==> config.mk <==
export PLATFORM = sky130hd
export DESIGN_NAME = jpeg_structure_validator
export DESIGN_NICKNAME = d
export VERILOG_FILES = /design/src/rtl/jsv_pkg.sv /design/src/rtl/jsv_queue.sv /design/src/rtl/jsv_front.sv /design/src/rtl/jsv_back.sv /design/src/rtl/jpeg_structure_validator.sv
export SDC_FILE = /design/constraint.sdc
export NUM_CORES = 1
export LEC_CHECK = 0
export BUFFER_PORTS_ARGS = -buffer_cell sky130_fd_sc_hd__buf_2
export CORE_UTILIZATION = 50
export DETAILED_ROUTE_END_ITERATION = 8
export GPL_TIMING_DRIVEN = 0
export PLACE_DENSITY = 0.66
export RECOVER_POWER = 25
export SLEW_MARGIN = 10
export SYNTH_ARGS = -nofsm -noshare
export SYNTH_HDL_FRONTEND = slang
export SYNTH_SLANG_ARGS = --single-unit
==> constraint.sdc <==
create_clock -name i_clk -period 9.75 [get_ports i_clk]
set_input_delay 0 -clock i_clk [delete_from_list [all_inputs] [get_ports i_clk]]
set_output_delay 0 -clock i_clk [all_outputs]
set_load 0.05 [all_outputs]
==> src/rtl/jsv_pkg.sv <==
// ============================================================================
// jsv_pkg
// Types, marker codes and defaults shared by the structure validator.
// ============================================================================
package jsv_pkg;

    localparam int unsigned MAX_IMAGES_DEF = 8;
    localparam int unsigned IMG_W          = 4;

    localparam logic [7:0] MK_FILL = 8'hff;
    localparam logic [7:0] MK_SOI  = 8'hd8;
    localparam logic [7:0] MK_EOI  = 8'hd9;
    localparam logic [7:0] MK_SOS  = 8'hda;
    localparam logic [7:0] MK_DNL  = 8'hdc;
    localparam logic [7:0] MK_APP2 = 8'he2;
    localparam logic [7:0] MK_RST0 = 8'hd0;
    localparam logic [7:0] MK_RST7 = 8'hd7;
    localparam logic [7:0] MK_TEM  = 8'h01;
    localparam logic [7:0] MK_SOF7 = 8'hc7;
    localparam logic [7:0] MK_SOF9 = 8'hc9;
    localparam logic [7:0] MK_COM1 = 8'hfe;

    localparam logic [1:0] VERDICT_BUSY    = 2'd0;
    localparam logic [1:0] VERDICT_VALID   = 2'd1;
    localparam logic [1:0] VERDICT_CORRUPT = 2'd2;

    typedef logic [3:0][7:0] t_tag;
    localparam t_tag MPF_TAG = {8'h00, 8'h46, 8'h50, 8'h4d};

    typedef struct packed {
        logic [7:0] data;
        logic       eof;
        logic       is_ff;
        logic       is_00;
        logic       is_soi;
        logic       is_eoi;
        logic       is_rst;
        logic       is_tem;
        logic       has_len;
        logic       is_sos;
        logic       is_dnl;
        logic       is_app2;
        logic [3:0] tag_hit;
    } t_item;

    typedef struct packed {
        logic  valid;
        t_item item;
    } t_qout;

    typedef struct packed {
        logic  push;
        t_item item;
    } t_qin;

endpackage

==> src/rtl/jsv_queue.sv <==
// ============================================================================
// jsv_queue
// Two-entry queue between the byte classifier and the parser.
// ============================================================================
module jsv_queue (
    input  logic           i_clk,
    input  logic           i_rst_n,
    input  jsv_pkg::t_qin  i_in,
    input  logic           i_pop,
    output logic           o_full,
    output jsv_pkg::t_qout o_out
);
    import jsv_pkg::*;

    t_item      r_mem [2];
    logic       r_wp, n_wp;
    logic       r_rp, n_rp;
    logic [1:0] r_cnt, n_cnt;
    logic       push;
    logic       pop;

    assign o_full      = (r_cnt == 2'd2);
    assign o_out.valid = (r_cnt != 2'd0);
    assign o_out.item  = r_mem[r_rp];
    assign push        = i_in.push && !o_full;
    assign pop         = i_pop && o_out.valid;

    always_comb begin
        n_wp  = r_wp ^ push;
        n_rp  = r_rp ^ pop;
        n_cnt = r_cnt + {1'b0, push} - {1'b0, pop};
    end

    always_ff @(posedge i_clk) begin
        if (push) begin
            r_mem[r_wp] <= i_in.item;
        end
    end

    always_ff @(posedge i_clk) begin
        if (!i_rst_n) begin
            r_wp  <= 1'b0;
            r_rp  <= 1'b0;
            r_cnt <= 2'd0;
        end else begin
            r_wp  <= n_wp;
            r_rp  <= n_rp;
            r_cnt <= n_cnt;
        end
    end

endmodule

==> src/rtl/jsv_front.sv <==
// ============================================================================
// jsv_front
// Input stage: registers each byte with its marker classification.
// ============================================================================
module jsv_front (
    input  logic          i_clk,
    input  logic          i_rst_n,
    input  logic          i_valid,
    output logic          o_stall,
    input  logic [7:0]    i_data_byte,
    input  logic          i_end_of_file,
    input  logic          i_q_full,
    output jsv_pkg::t_qin o_q
);
    import jsv_pkg::*;

    logic  r_valid, n_valid;
    t_item r_item;
    t_item cls;
    logic  accept;
    logic  push;

    always_comb begin
        cls.data    = i_data_byte;
        cls.eof     = i_end_of_file;
        cls.is_ff   = (i_data_byte == MK_FILL);
        cls.is_00   = (i_data_byte == 8'h00);
        cls.is_soi  = (i_data_byte == MK_SOI);
        cls.is_eoi  = (i_data_byte == MK_EOI);
        cls.is_rst  = (i_data_byte >= MK_RST0) && (i_data_byte <= MK_RST7);
        cls.is_tem  = (i_data_byte == MK_TEM);
        cls.has_len = ((i_data_byte >= 8'hc0) && (i_data_byte <= MK_SOF7))
                   || ((i_data_byte >= MK_SOF9) && (i_data_byte <= 8'hcf))
                   || ((i_data_byte >= MK_SOS) && (i_data_byte <= 8'hdf))
                   || ((i_data_byte >= 8'he0) && (i_data_byte <= MK_COM1));
        cls.is_sos  = (i_data_byte == MK_SOS);
        cls.is_dnl  = (i_data_byte == MK_DNL);
        cls.is_app2 = (i_data_byte == MK_APP2);
        for (int k = 0; k < 4; k++) begin
            cls.tag_hit[k] = (i_data_byte == MPF_TAG[k]);
        end
    end

    assign push    = r_valid && !i_q_full;
    assign o_stall = r_valid && i_q_full;
    assign accept  = i_valid && !o_stall;
    assign o_q.push = push;
    assign o_q.item = r_item;

    always_comb begin
        n_valid = r_valid;
        if (accept) begin
            n_valid = 1'b1;
        end else if (push) begin
            n_valid = 1'b0;
        end
    end

    always_ff @(posedge i_clk) begin
        if (accept) begin
            r_item <= cls;
        end
    end

    always_ff @(posedge i_clk) begin
        if (!i_rst_n) begin
            r_valid <= 1'b0;
        end else begin
            r_valid <= n_valid;
        end
    end

endmodule

==> src/rtl/jsv_back.sv <==
// ============================================================================
// jsv_back
// Marker segment parser and result register.
// ============================================================================
module jsv_back #(
    parameter int unsigned MAX_IMAGES = jsv_pkg::MAX_IMAGES_DEF
) (
    input  logic                     i_clk,
    input  logic                     i_rst_n,
    input  jsv_pkg::t_qout           i_q,
    output logic                     o_pop,
    output logic                     o_valid,
    input  logic                     i_stall,
    output logic [1:0]               o_verdict,
    output logic [jsv_pkg::IMG_W-1:0] o_images_done,
    output logic                     o_primary_mpf
);
    import jsv_pkg::*;

    localparam logic [3:0] PH_SOI0     = 4'd0;
    localparam logic [3:0] PH_SOI1     = 4'd1;
    localparam logic [3:0] PH_MK0      = 4'd2;
    localparam logic [3:0] PH_MK1      = 4'd3;
    localparam logic [3:0] PH_LEN_HI   = 4'd4;
    localparam logic [3:0] PH_LEN_LO   = 4'd5;
    localparam logic [3:0] PH_SOS_NC   = 4'd6;
    localparam logic [3:0] PH_DNL_HI   = 4'd7;
    localparam logic [3:0] PH_DNL_LO   = 4'd8;
    localparam logic [3:0] PH_APP2_ID  = 4'd9;
    localparam logic [3:0] PH_SKIP     = 4'd10;
    localparam logic [3:0] PH_ENT      = 4'd11;
    localparam logic [3:0] PH_ENT_FF   = 4'd12;
    localparam logic [3:0] PH_PAD      = 4'd13;
    localparam logic [3:0] PH_NEXT_SOI = 4'd14;

    localparam logic [IMG_W-1:0] IMG_LIMIT = IMG_W'(MAX_IMAGES);

    logic [3:0]       r_phase, n_phase;
    logic [15:0]      r_seg, n_seg;
    logic [15:0]      r_skip, n_skip;
    logic             r_mk_sos, n_mk_sos;
    logic             r_mk_dnl, n_mk_dnl;
    logic             r_mk_app2, n_mk_app2;
    logic [1:0]       r_idx, n_idx;
    logic             r_mis, n_mis;
    logic             r_lcn, n_lcn;
    logic             r_from_ent, n_from_ent;
    logic             r_img_mpf, n_img_mpf;
    logic             r_first_mpf, n_first_mpf;
    logic [IMG_W-1:0] r_img, n_img;
    logic             r_failed, n_failed;
    logic             r_out_valid;
    logic [1:0]       r_verdict, n_verdict;
    logic [IMG_W-1:0] r_out_img;
    logic             r_out_mpf;
    logic             take;

    assign take          = i_q.valid && (!r_out_valid || !i_stall);
    assign o_pop         = take;
    assign o_valid       = r_out_valid;
    assign o_verdict     = r_verdict;
    assign o_images_done = r_out_img;
    assign o_primary_mpf = r_out_mpf;

    always_comb begin
        t_item       it;
        logic [3:0]  pd_phase;
        logic        sk_go;
        logic [15:0] sk_len;
        logic        tm_go;
        logic [15:0] full_len;
        logic        mis_now;

        it          = i_q.item;
        n_phase     = r_phase;
        n_seg       = r_seg;
        n_skip      = r_skip;
        n_mk_sos    = r_mk_sos;
        n_mk_dnl    = r_mk_dnl;
        n_mk_app2   = r_mk_app2;
        n_idx       = r_idx;
        n_mis       = r_mis;
        n_lcn       = r_lcn;
        n_from_ent  = r_from_ent;
        n_img_mpf   = r_img_mpf;
        n_first_mpf = r_first_mpf;
        n_img       = r_img;
        n_failed    = r_failed;
        sk_go       = 1'b0;
        sk_len      = 16'd0;
        tm_go       = 1'b0;
        full_len    = {r_seg[15:8], it.data};
        mis_now     = r_mis || !it.tag_hit[r_idx];
        pd_phase    = (r_mk_sos || (r_mk_dnl && r_from_ent)) ? PH_ENT : PH_MK0;

        if (!r_failed) begin
            case (r_phase)
                PH_SOI0: begin
                    if (it.is_ff) n_phase = PH_SOI1; else n_failed = 1'b1;
                end
                PH_SOI1: begin
                    if (it.is_soi) begin
                        n_img_mpf = 1'b0;
                        n_phase   = PH_MK0;
                    end else begin
                        n_failed = 1'b1;
                    end
                end
                PH_MK0: begin
                    if (it.is_ff) n_phase = PH_MK1; else n_failed = 1'b1;
                end
                PH_MK1: begin
                    if (it.is_00) begin
                        n_failed = 1'b1;
                    end else if (!it.is_ff) begin
                        tm_go = 1'b1;
                    end
                end
                PH_LEN_HI: begin
                    n_seg   = {it.data, 8'h00};
                    n_phase = PH_LEN_LO;
                end
                PH_LEN_LO: begin
                    n_seg = full_len;
                    if (r_mk_sos) begin
                        if (full_len < 16'd3) n_failed = 1'b1; else n_phase = PH_SOS_NC;
                    end else if (r_mk_dnl) begin
                        if (full_len != 16'd4) n_failed = 1'b1; else n_phase = PH_DNL_HI;
                    end else if (r_mk_app2 && full_len >= 16'd6) begin
                        n_idx   = 2'd0;
                        n_mis   = 1'b0;
                        n_phase = PH_APP2_ID;
                    end else if (full_len < 16'd2) begin
                        n_failed = 1'b1;
                    end else begin
                        sk_go  = 1'b1;
                        sk_len = full_len - 16'd2;
                    end
                end
                PH_SOS_NC: begin
                    if (it.is_00 || it.data > 8'd4
                            || r_seg != ({7'd0, it.data, 1'b0} + 16'd6)) begin
                        n_failed = 1'b1;
                    end else begin
                        sk_go  = 1'b1;
                        sk_len = r_seg - 16'd3;
                    end
                end
                PH_DNL_HI: begin
                    n_lcn   = !it.is_00;
                    n_phase = PH_DNL_LO;
                end
                PH_DNL_LO: begin
                    if (!r_lcn && it.is_00) n_failed = 1'b1; else n_phase = pd_phase;
                end
                PH_APP2_ID: begin
                    n_mis = mis_now;
                    n_idx = r_idx + 2'd1;
                    if (r_idx == 2'd3) begin
                        if (!mis_now) n_img_mpf = 1'b1;
                        sk_go  = 1'b1;
                        sk_len = r_seg - 16'd6;
                    end
                end
                PH_SKIP: begin
                    n_skip = r_skip - 16'd1;
                    if (r_skip == 16'd1) n_phase = pd_phase;
                end
                PH_ENT: begin
                    if (it.is_ff) n_phase = PH_ENT_FF;
                end
                PH_ENT_FF: begin
                    if (it.is_00 || it.is_rst) begin
                        n_phase = PH_ENT;
                    end else if (!it.is_ff) begin
                        tm_go = 1'b1;
                    end
                end
                PH_PAD: begin
                    if (!it.is_00) begin
                        if (r_first_mpf && it.is_ff) n_phase = PH_NEXT_SOI;
                        else n_failed = 1'b1;
                    end
                end
                PH_NEXT_SOI: begin
                    if (it.is_soi && r_img < IMG_LIMIT) begin
                        n_img_mpf = 1'b0;
                        n_phase   = PH_MK0;
                    end else begin
                        n_failed = 1'b1;
                    end
                end
                default: begin
                    n_failed = 1'b1;
                end
            endcase
        end

        if (tm_go) begin
            if (it.is_eoi) begin
                if (r_img == '0) n_first_mpf = r_img_mpf;
                n_img   = r_img + 1'b1;
                n_phase = PH_PAD;
            end else if (it.is_soi) begin
                n_failed = 1'b1;
            end else if (it.is_tem || it.is_rst) begin
                n_phase = PH_MK0;
            end else if (!it.has_len) begin
                n_failed = 1'b1;
            end else begin
                n_mk_sos   = it.is_sos;
                n_mk_dnl   = it.is_dnl;
                n_mk_app2  = it.is_app2;
                n_from_ent = (r_phase == PH_ENT_FF);
                n_phase    = PH_LEN_HI;
            end
        end

        if (sk_go) begin
            n_skip  = sk_len;
            n_phase = (sk_len == 16'd0) ? pd_phase : PH_SKIP;
        end

        if (n_failed) begin
            n_verdict = VERDICT_CORRUPT;
        end else if (it.eof) begin
            n_verdict = (n_phase == PH_PAD) ? VERDICT_VALID : VERDICT_CORRUPT;
        end else begin
            n_verdict = VERDICT_BUSY;
        end
    end

    always_ff @(posedge i_clk) begin
        if (take) begin
            r_verdict <= n_verdict;
            r_out_img <= n_img;
            r_out_mpf <= n_first_mpf;
        end
    end

    always_ff @(posedge i_clk) begin
        if (!i_rst_n) begin
            r_out_valid <= 1'b0;
        end else if (take) begin
            r_out_valid <= 1'b1;
        end else if (!i_stall) begin
            r_out_valid <= 1'b0;
        end
    end

    always_ff @(posedge i_clk) begin
        if (!i_rst_n || (take && i_q.item.eof)) begin
            r_phase     <= PH_SOI0;
            r_seg       <= 16'd0;
            r_skip      <= 16'd0;
            r_mk_sos    <= 1'b0;
            r_mk_dnl    <= 1'b0;
            r_mk_app2   <= 1'b0;
            r_idx       <= 2'd0;
            r_mis       <= 1'b0;
            r_lcn       <= 1'b0;
            r_from_ent  <= 1'b0;
            r_img_mpf   <= 1'b0;
            r_first_mpf <= 1'b0;
            r_img       <= '0;
            r_failed    <= 1'b0;
        end else if (take) begin
            r_phase     <= n_phase;
            r_seg       <= n_seg;
            r_skip      <= n_skip;
            r_mk_sos    <= n_mk_sos;
            r_mk_dnl    <= n_mk_dnl;
            r_mk_app2   <= n_mk_app2;
            r_idx       <= n_idx;
            r_mis       <= n_mis;
            r_lcn       <= n_lcn;
            r_from_ent  <= n_from_ent;
            r_img_mpf   <= n_img_mpf;
            r_first_mpf <= n_first_mpf;
            r_img       <= n_img;
            r_failed    <= n_failed;
        end
    end

endmodule

==> src/rtl/jpeg_structure_validator.sv <==
// ============================================================================
// jpeg_structure_validator
// Streams a file byte by byte and reports whether its JPEG framing is sound.
// ============================================================================
//  channel | direction | handshake          | word
//  --------+-----------+--------------------+-------------------------------
//  input   | in        | i_valid / o_stall  | data_byte, end_of_file
//  result  | out       | o_valid / i_stall  | verdict, images_done, primary_mpf
//
//  One byte per cycle sustained unless the result side stalls; a byte's
//  result passes through the classify register, queue and result register.
//  The parser state machine updates once per byte, which sets the rate.
//  Reset is synchronous and clears the parser, queue and valid flags.
//  A stall on the result side fills the two-entry queue, then the input
//  register, before o_stall rises.
module jpeg_structure_validator #(
    parameter int unsigned MAX_IMAGES = jsv_pkg::MAX_IMAGES_DEF
) (
    input  logic                      i_clk,
    input  logic                      i_rst_n,
    input  logic                      i_valid,
    output logic                      o_stall,
    input  logic [7:0]                i_data_byte,
    input  logic                      i_end_of_file,
    output logic                      o_valid,
    input  logic                      i_stall,
    output logic [1:0]                o_verdict,
    output logic [jsv_pkg::IMG_W-1:0] o_images_done,
    output logic                      o_primary_mpf
);
    import jsv_pkg::*;

    t_qin  q_in;
    t_qout q_out;
    logic  q_full;
    logic  q_pop;

    jsv_front u_front (
        .i_clk         (i_clk),
        .i_rst_n       (i_rst_n),
        .i_valid       (i_valid),
        .o_stall       (o_stall),
        .i_data_byte   (i_data_byte),
        .i_end_of_file (i_end_of_file),
        .i_q_full      (q_full),
        .o_q           (q_in)
    );

    jsv_queue u_queue (
        .i_clk   (i_clk),
        .i_rst_n (i_rst_n),
        .i_in    (q_in),
        .i_pop   (q_pop),
        .o_full  (q_full),
        .o_out   (q_out)
    );

    jsv_back #(
        .MAX_IMAGES (MAX_IMAGES)
    ) u_back (
        .i_clk         (i_clk),
        .i_rst_n       (i_rst_n),
        .i_q           (q_out),
        .o_pop         (q_pop),
        .o_valid       (o_valid),
        .i_stall       (i_stall),
        .o_verdict     (o_verdict),
        .o_images_done (o_images_done),
        .o_primary_mpf (o_primary_mpf)
    );

endmodule

==> out/results.txt, run 1 <==
CORE AREA -> 15310 um2
Final Non-Filler Cells -> 1133
Worst Setup End Kind -> flip-flop
critical path required time -> 9930 ps
final period utilization -> 0.4928
Leak -> 3.097 nW
H-tree Lvls -> 4
GPL Wtd Cong -> 0.9490
cts repair resizes -> 0
Worst Path Max Fanout -> 10
nets@finish -> 940
Die ar. -> 16340 um2
Synth Warn # -> 0
Slew @ Worst Pin -> 1136 ps
commonest cells in the netlist -> 99 x nor2_1, 73 x edfxtp_1, 70 x nand2_1
Synth top area share -> 0.2769
WL per Instance -> 21.26 um
Root Buffer -> clkbuf_16
count leader, synth -> nor2_1
row count -> 45
Syn Nets -> 888
final WL -> 24080 um
CTS tree -> yes
status -> finished, final reports clean
Setup-failing EPs final -> 0
Starting Density -> 0.5170
Die H -> 127.8 um
num ports -> 22
Final Hold Viols -> 0
DR vias/cell -> 6.327
Pre-antenna DRT Iters -> 7
VDD IR max -> 0.0001604 V
TNS Setup -> 0 ps
Detail Route Antenna Nets -> 0
Final Core Density -> 0.5870
PortBufs -> 21
Tot GR Track Use -> 0.3083
TritonCTS buffer count -> 17
placed insts -> 1090
Fin Clk Skew -> 22.58 ps
vias -> 7169
Critical Path Start Type -> flip-flop
worst setup margin -> 4945 ps
vias in the first global route -> 6918
Worst-Skew Late Latency -> 430 ps
mapped cell area -> 7918 um2
Sw Pwr -> 742.5 uW
EDFF count, synth -> 73
PD cells -> 217.0 nW/um2
Avg Cell Area, Syn -> 9.239 um2
Async S/R FF share, synth -> 0
slew margin rel. -> 0.2428
# DRC -> 0
MaxCap Viol Count -> 0
dominant synthesized flop cell -> edfxtp_1
Final Max Slew Viols -> 0
final critical-path required period -> 4805 ps
unrepaired setup endpoints after global routing -> no
share of cells above drive strength 1 -> 0.1030
chip width -> 127.8 um
largest cells by area after synthesis -> edfxtp_1 28%, dfxtp_1 15%, nor2_1 4.7%
DR iter-0 viols -> 671
min-delay worst type -> input pin to flip-flop
Diodes inserted -> 0
maximum clock path buffer count -> 2
initial antenna violation count -> 0
register area share after synthesis -> 0.4235
Yosys reg bits -> 131
post-DP HPWL -> 17730 um
number of clock sinks -> 131
Comb power frac -> 0.328
largest area contributor in the netlist -> edfxtp_1
Highest Clock Rate -> 208.1 MHz
Distinct cells, synth -> 94
Clock Power Share -> 0.322
internal power -> 1.208 mW
CTS clk-pin slew, worst paths -> 70 ps
overflow left after global routing -> 0
post-synthesis cell count -> 857
Place WS -> 4905 ps
largest net degree at the start of global routing -> 23
arrival time of the worst setup path -> 4980 ps
area delta synth->final -> 13.54%
Reg power frac -> 0.349
switch share -> 0.3806
critical path class -> flip-flop to flip-flop
first-pass GRT wire length -> 38090 um
==> final cells by class <==
class | count | area (um2)
buffer | 47 | 232.7
clock buffer | 17 | 425.4
clock inverter | 15 | 160.2
fill | 1369 | 6325
inverter | 20 | 77.57
multi-input combinational | 659 | 4257
sequential | 131 | 3353
tap | 211 | 264.0
timing repair buffer | 33 | 220.2
==> per-layer routing <==
metal | vias to the layer above | track usage | share of wire | wire, um
li1 | 3344 | - | - | -
met1 | 3490 | 0.4030 | 0.43 | 10420
met2 | 278 | 0.4885 | 0.47 | 11210
met3 | 57 | 0.05301 | 0.059 | 1424
met4 | 0 | 0.1668 | 0.043 | 1026
met5 | - | 0 | 0 | 0
==> cell families (layout without fill, tap and decap cells) <==
logic type / count (synthesis) / after routing / share of synthesized area
AOI/OAI and AO/OA: 223 / 223 / 0.1879
xor gates and xnor gates: 34 / 34 / 0.03951
adders and majority gates: 18 / 18 / 0.02845
buffers and inverters: 67 / 132 / 0.03919
DFF: 131 / 131 / 0.4235
muxes: 26 / 26 / 0.04188
and+or+nand+nor: 358 / 358 / 0.2396
==> power groups by stage <==
stage / Clock, mW / Combinational, mW / Sequential, mW
after floorplan: 0 / 0.416 / 0.725
after CTS: 0.638 / 0.633 / 0.681
after global placement: 0 / 0.618 / 0.688
after global routing: 0.662 / 0.686 / 0.687
final: 0.629 / 0.640 / 0.681
after detailed placement: 0 / 0.625 / 0.693
==> cell usage in the layout, fill, tap and decap left out, types with 8 or more instances in the layout <==
cell / netlist / final
inv_1: 17 / 17
mux2i_1: 17 / 17
a22oi_1: 8 / 8
dlygate4sd3_1: 0 / 11
dfxtp_1: 58 / 58
and3_1: 9 / 9
edfxtp_1: 73 / 73
nand2b_1: 13 / 13
nor4_1: 22 / 22
nand2_1: 70 / 70
nor2_1: 99 / 99
and2_1: 8 / 8
nand3_1: 21 / 21
nor2b_1: 12 / 11
xor2_1: 11 / 11
or4_1: 8 / 8
nor3_1: 37 / 37
clkbuf_16: 0 / 17
o22ai_1: 11 / 11
or3_1: 11 / 11
a211oi_1: 22 / 22
a21oi_1: 44 / 44
a32oi_1: 8 / 8
o21ai_0: 52 / 52
clkbuf_1: 28 / 36
buf_2: 6 / 19
xnor2_1: 21 / 21
ha_1: 18 / 18
==> per-stage QoR <==
stage / hold slack (ps) / cell area [um2] / total power [mW]
global placement: 178.3 / 8287 / 1.307
detailed placement: 180.6 / 8304 / 1.318
finish: 137.5 / 8990 / 1.951
global route: 165.2 / 8990 / 2.035
CTS: 125.0 / 9000 / 1.952
floorplan: 98.87 / 7918 / 1.142
==> state kept, by name, indices dropped and copies added (netlist names), 4 cells and up, named ones only <==
signal and cells:
u_back.r_seg 16, u_front.o_q 22, u_back.r_skip 16, u_queue.r_mem 44
u_back.r_phase 4, u_back.r_img 4, u_back.o_images_done 4
==> repair_timing <==
item	4_1_cts	5_1_grt
hold endpoints to repair	19	0
endpoints found under the setup margin	0	0
hold buffers	11	0
setup buffers	0	0
==> worst max-delay path, stage by stage (launching register included) <==
cell      delay [ps]
dfxtp_1          320
buf_6            190
buf_6            160
buf_6            140
buf_6            150
buf_6            170
mux2i_1          560
inv_1            250
ha_1             280
a21oi_2          200
nand3_1          200
a211o_1          420
or3_4            460
a21o_1           200
buf_6            150
mux2_4           320
nand4b_4         180
a21bo_1          210
==> path summary, 6_finish.rpt <==
path             startpoint              endpoint  slack (ps)  depth (start not counted)
max               flip-flop   u_back.o_verdict[1]        4950                         17
max reg2reg       flip-flop   u_back.o_verdict[1]        4950                         17
min                 i_rst_n       u_front.r_valid         140                          3
min reg2reg  u_front.o_q[3]  u_queue.r_mem[0][12]         450                          0
No activity file was read; power rests on OpenSTA's default activity.
==> inputs of run 2 (changes only) <==
Settings changed: ABC_AREA set to 1.
Clock period 9.75 ns to 4.8 ns, I/O delays scaled along.
==> run 2 against run 1 <==
Net effect: largest power group is now combinational logic; hold slack gained 150 ps; critical path depth grew 4; global-route usage shrank 3.4 points; register-to-register slack lost 3900 ps; critical endpoint unchanged.
==> out/results.txt, run 2 <==
Critical Path Start Type -> flip-flop (unchanged)
Die H -> 129.3 um (was 127.8 um)
largest cells by area after synthesis -> edfxtp_1 27%, dfxtp_1 14%, nand2_1 11% (was edfxtp_1 28%, dfxtp_1 15%, nor2_1 4.7%)
Slew @ Worst Pin -> 1037 ps (was 1136 ps)
XOR/XNOR share of the synthesized area -> 0.05186 (was 0.03951)
Async S/R FF share, synth -> 0 (unchanged)
slowest stage delay, CP -> 450 ps (was 560 ps)
Die ar. -> 16730 um2 (was 16340 um2)
Distinct cells, synth -> 52 (was 94)
mux share of post-synthesis cell area -> 0 (was 0.04188)
TritonCTS buffer count -> 17 (unchanged)
Synth top area share -> 0.2704 (was 0.2769)
chip width -> 129.3 um (was 127.8 um)
Leak -> 3.975 nW (was 3.097 nW)
largest family of logic cells by synthesized area -> simple AND/OR/NAND/NOR gates (unchanged)
Final Max Slew Viols -> 0 (unchanged)
Final Hold Viols -> 0 (unchanged)
area delta synth->final -> 12.96% (was 13.54%)
arrival time of the worst setup path -> 3920 ps (was 4980 ps)
PD cells -> 498.2 nW/um2 (was 217.0 nW/um2)
Final Non-Filler Cells -> 1359 (was 1133)
final WL -> 21560 um (was 24080 um)
Detail Route Antenna Nets -> 0 (unchanged)
vias -> 7326 (was 7169)
Tot GR Track Use -> 0.2744 (was 0.3083)
Worst-Skew Late Latency -> 430 ps (about the same)
Synth Warn # -> 0 (unchanged)
EDFF count, synth -> 73 (unchanged)
Synth Area in Adders -> 0.02778 (was 0.02845)
commonest non-fill, non-tap cells in the layout -> 246 x nand2_1, 139 x inv_1, 128 x nor2_1 (was 99 x nor2_1, 73 x edfxtp_1, 70 x nand2_1)
critical path class -> flip-flop to flip-flop (unchanged)
worst setup margin -> 1062 ps (was 4945 ps)
delay-heaviest family, CP -> simple AND/OR/NAND/NOR gates (was buffers and inverters)
final critical-path required period -> 3738 ps (was 4805 ps)
Yosys reg bits -> 131 (unchanged)
row count -> 46 (was 45)
min-delay worst type -> input pin to flip-flop (unchanged)
H-tree Lvls -> 4 (unchanged)
DR vias/cell -> 5.391 (was 6.327)
complex-gate fraction of the synthesized area -> 0.1276 (was 0.1879)
Syn Nets -> 1109 (was 888)
Worst Setup End Kind -> flip-flop (unchanged)
share of cells above drive strength 1 -> 0.09536 (was 0.1030)
commonest cells in the netlist -> 246 x nand2_1, 139 x inv_1, 128 x nor2_1 (was 99 x nor2_1, 73 x edfxtp_1, 70 x nand2_1)
nets@finish -> 1161 (was 940)
register area share after synthesis -> 0.4136 (was 0.4235)
overflow left after global routing -> 0 (unchanged)
Setup-failing EPs final -> 0 (unchanged)
Worst Path Max Fanout -> 10 (unchanged)
mapped cell area -> 8107 um2 (was 7918 um2)
Starting Density -> 0.5122 (was 0.5170)
slew margin rel. -> 0.3088 (was 0.2428)
initial antenna violation count -> 0 (unchanged)
Place WS -> 1110 ps (was 4905 ps)
Root Buffer -> clkbuf_16 (unchanged)
post-DP HPWL -> 15940 um (was 17730 um)
cells along the critical path -> buf_6 -> nand2_1 -> o21ai_1 -> inv_1 -> ha_1 -> inv_1 -> nand2_1 -> nand2_1 -> nand2_1 -> nand2_1 -> o21ai_1 -> nor2_1 -> buf_6 -> nand2_1 -> nand2_1 -> and3_1 -> nand4_1 -> nor2_1 -> nand3_2 -> nor2_1 -> nor2_1 (was buf_6 -> buf_6 -> buf_6 -> buf_6 -> buf_6 -> mux2i_1 -> inv_1 -> ha_1 -> a21oi_2 -> nand3_1 -> a211o_1 -> or3_4 -> a21o_1 -> buf_6 -> mux2_4 -> nand4b_4 -> a21bo_1)
Pre-antenna DRT Iters -> 5 (was 7)
CTS clk-pin slew, worst paths -> 60 ps (was 70 ps)
placed insts -> 1315 (was 1090)
count leader, synth -> nand2_1 (was nor2_1)
largest net degree at the start of global routing -> 23 (unchanged)
Avg Cell Area, Syn -> 7.520 um2 (was 9.239 um2)
Biggest register -> u_queue.r_mem (unchanged)
first-pass GRT wire length -> 35030 um (was 38090 um)
critical path required time -> 4990 ps (was 9930 ps)
PortBufs -> 21 (unchanged)
# DRC -> 0 (unchanged)
unrepaired setup endpoints after global routing -> no (unchanged)
status -> finished, final reports clean (unchanged)
MaxCap Viol Count -> 0 (unchanged)
largest area contributor in the netlist -> edfxtp_1 (unchanged)
cell mode on critical path -> nand2_1 (was buf_6)
Simple-Gate Fraction of Synth Area -> 0.2897 (was 0.2396)
num ports -> 22 (unchanged)
TNS Setup -> 0 ps (unchanged)
GPL Wtd Cong -> 0.9075 (was 0.9490)
CORE AREA -> 15830 um2 (was 15310 um2)
WL per Instance -> 15.87 um (was 21.26 um)
Diodes inserted -> 0 (unchanged)
final period utilization -> 0.7787 (was 0.4928)
vias in the first global route -> 6983 (was 6918)
dominant synthesized flop cell -> edfxtp_1 (unchanged)
maximum clock path buffer count -> 2 (unchanged)
worst hold margin -> 285.3 ps (was 137.5 ps)
CTS tree -> yes (unchanged)
Slowest-stage cell, CP -> dfxtp_1 (was mux2i_1)
Tot Pwr -> 4.563 mW (was 1.951 mW)
Fin Clk Skew -> 9.446 ps (was 22.58 ps)
Buf/Inv on CP -> 4 (was 7)
most common cell after layout, fill and taps aside -> nand2_1 (was nor2_1)
post-synthesis cell count -> 1078 (was 857)
VDD IR max -> 0.0003971 V (was 0.0001604 V)
number of clock sinks -> 131 (unchanged)
max reg flops -> 44 (unchanged)
Highest Clock Rate -> 267.5 MHz (was 208.1 MHz)
DR iter-0 viols -> 504 (was 671)
[run 2: cell types whose count changed in the layout (fill, tap and decap cells not counted), moves of 17 or more]
| cell | delta |
|---|---|
| a211oi_1 | -17 |
| inv_1 | +122 |
| mux2i_1 | -17 |
| nand2_1 | +176 |
| nand3_1 | +40 |
| nor2_1 | +29 |
| nor3_1 | -17 |
| nor4_1 | -19 |
| o21ai_0 | +18 |
| xor2_1 | +32 |
[run 2: cells by family after synthesis]
group	Yosys count
adder cells (fa/ha/maj)	18
buffers and inverters	171
AND/OR/NAND/NOR	529
XOR/XNOR	48
flip-flops	131
AO/OA/AOI/OAI	181
[run 2: stage by stage]
step	utilization	instance area (um2)
final	0.5786	9158
after detailed placement	0.5359	8482
after CTS	0.5792	9168
after floorplan	-	8107
after global placement	0.5359	8482
after global routing	0.5786	9158
[run 2: timing repair]
action / in CTS / in global routing
buffers inserted: 0 / 0
hold buffers: 12 / 0
gates resized for setup: 0 / 0
endpoints found under the hold margin: 19 / 0
[run 2: path summary, 6_finish.rpt]
kind,slack (ps),from,end,depth (start not counted)
worst min-delay path,290,i_end_of_file,u_front.o_q[14],2
worst max-delay path,1060,flip-flop,u_back.o_verdict[1],21
worst min register to register,440,u_front.o_q[0],u_queue.r_mem[0][0],0
worst max register to register,1060,flip-flop,u_back.o_verdict[1],21
[run 2: power by group]
part           switching [mW]  internal [mW]  leakage [nW]  total (mW)
Sequential             0.0885           1.37          1.17        1.46
Combinational            1.30          0.544          2.54        1.84
Clock                   0.576          0.683         0.267        1.26
Total                    1.96           2.60          3.97        4.56
[run 2: layout make-up]
class,count,area (um2)
inverters,145,549.3
multi-input cells,776,4029
plain buffers,26,175.2
flip-flops and latches,131,3353
clock buffers,17,425.4
clock inverters,15,140.1
repair buffers,33,215.2
fillers,1491,6670
well taps,216,270.3
[run 2: layer usage]
layer | routed length [um] | up-vias | GRT usage | share of wire
met4 | 696 | 0 | 0.1149 | 0.032
met1 | 9555 | 3397 | 0.3452 | 0.44
li1 | - | 3663 | - | -
met3 | 1024 | 49 | 0.04253 | 0.047
met2 | 10290 | 217 | 0.4693 | 0.48
met5 | 0 | - | 0 | 0
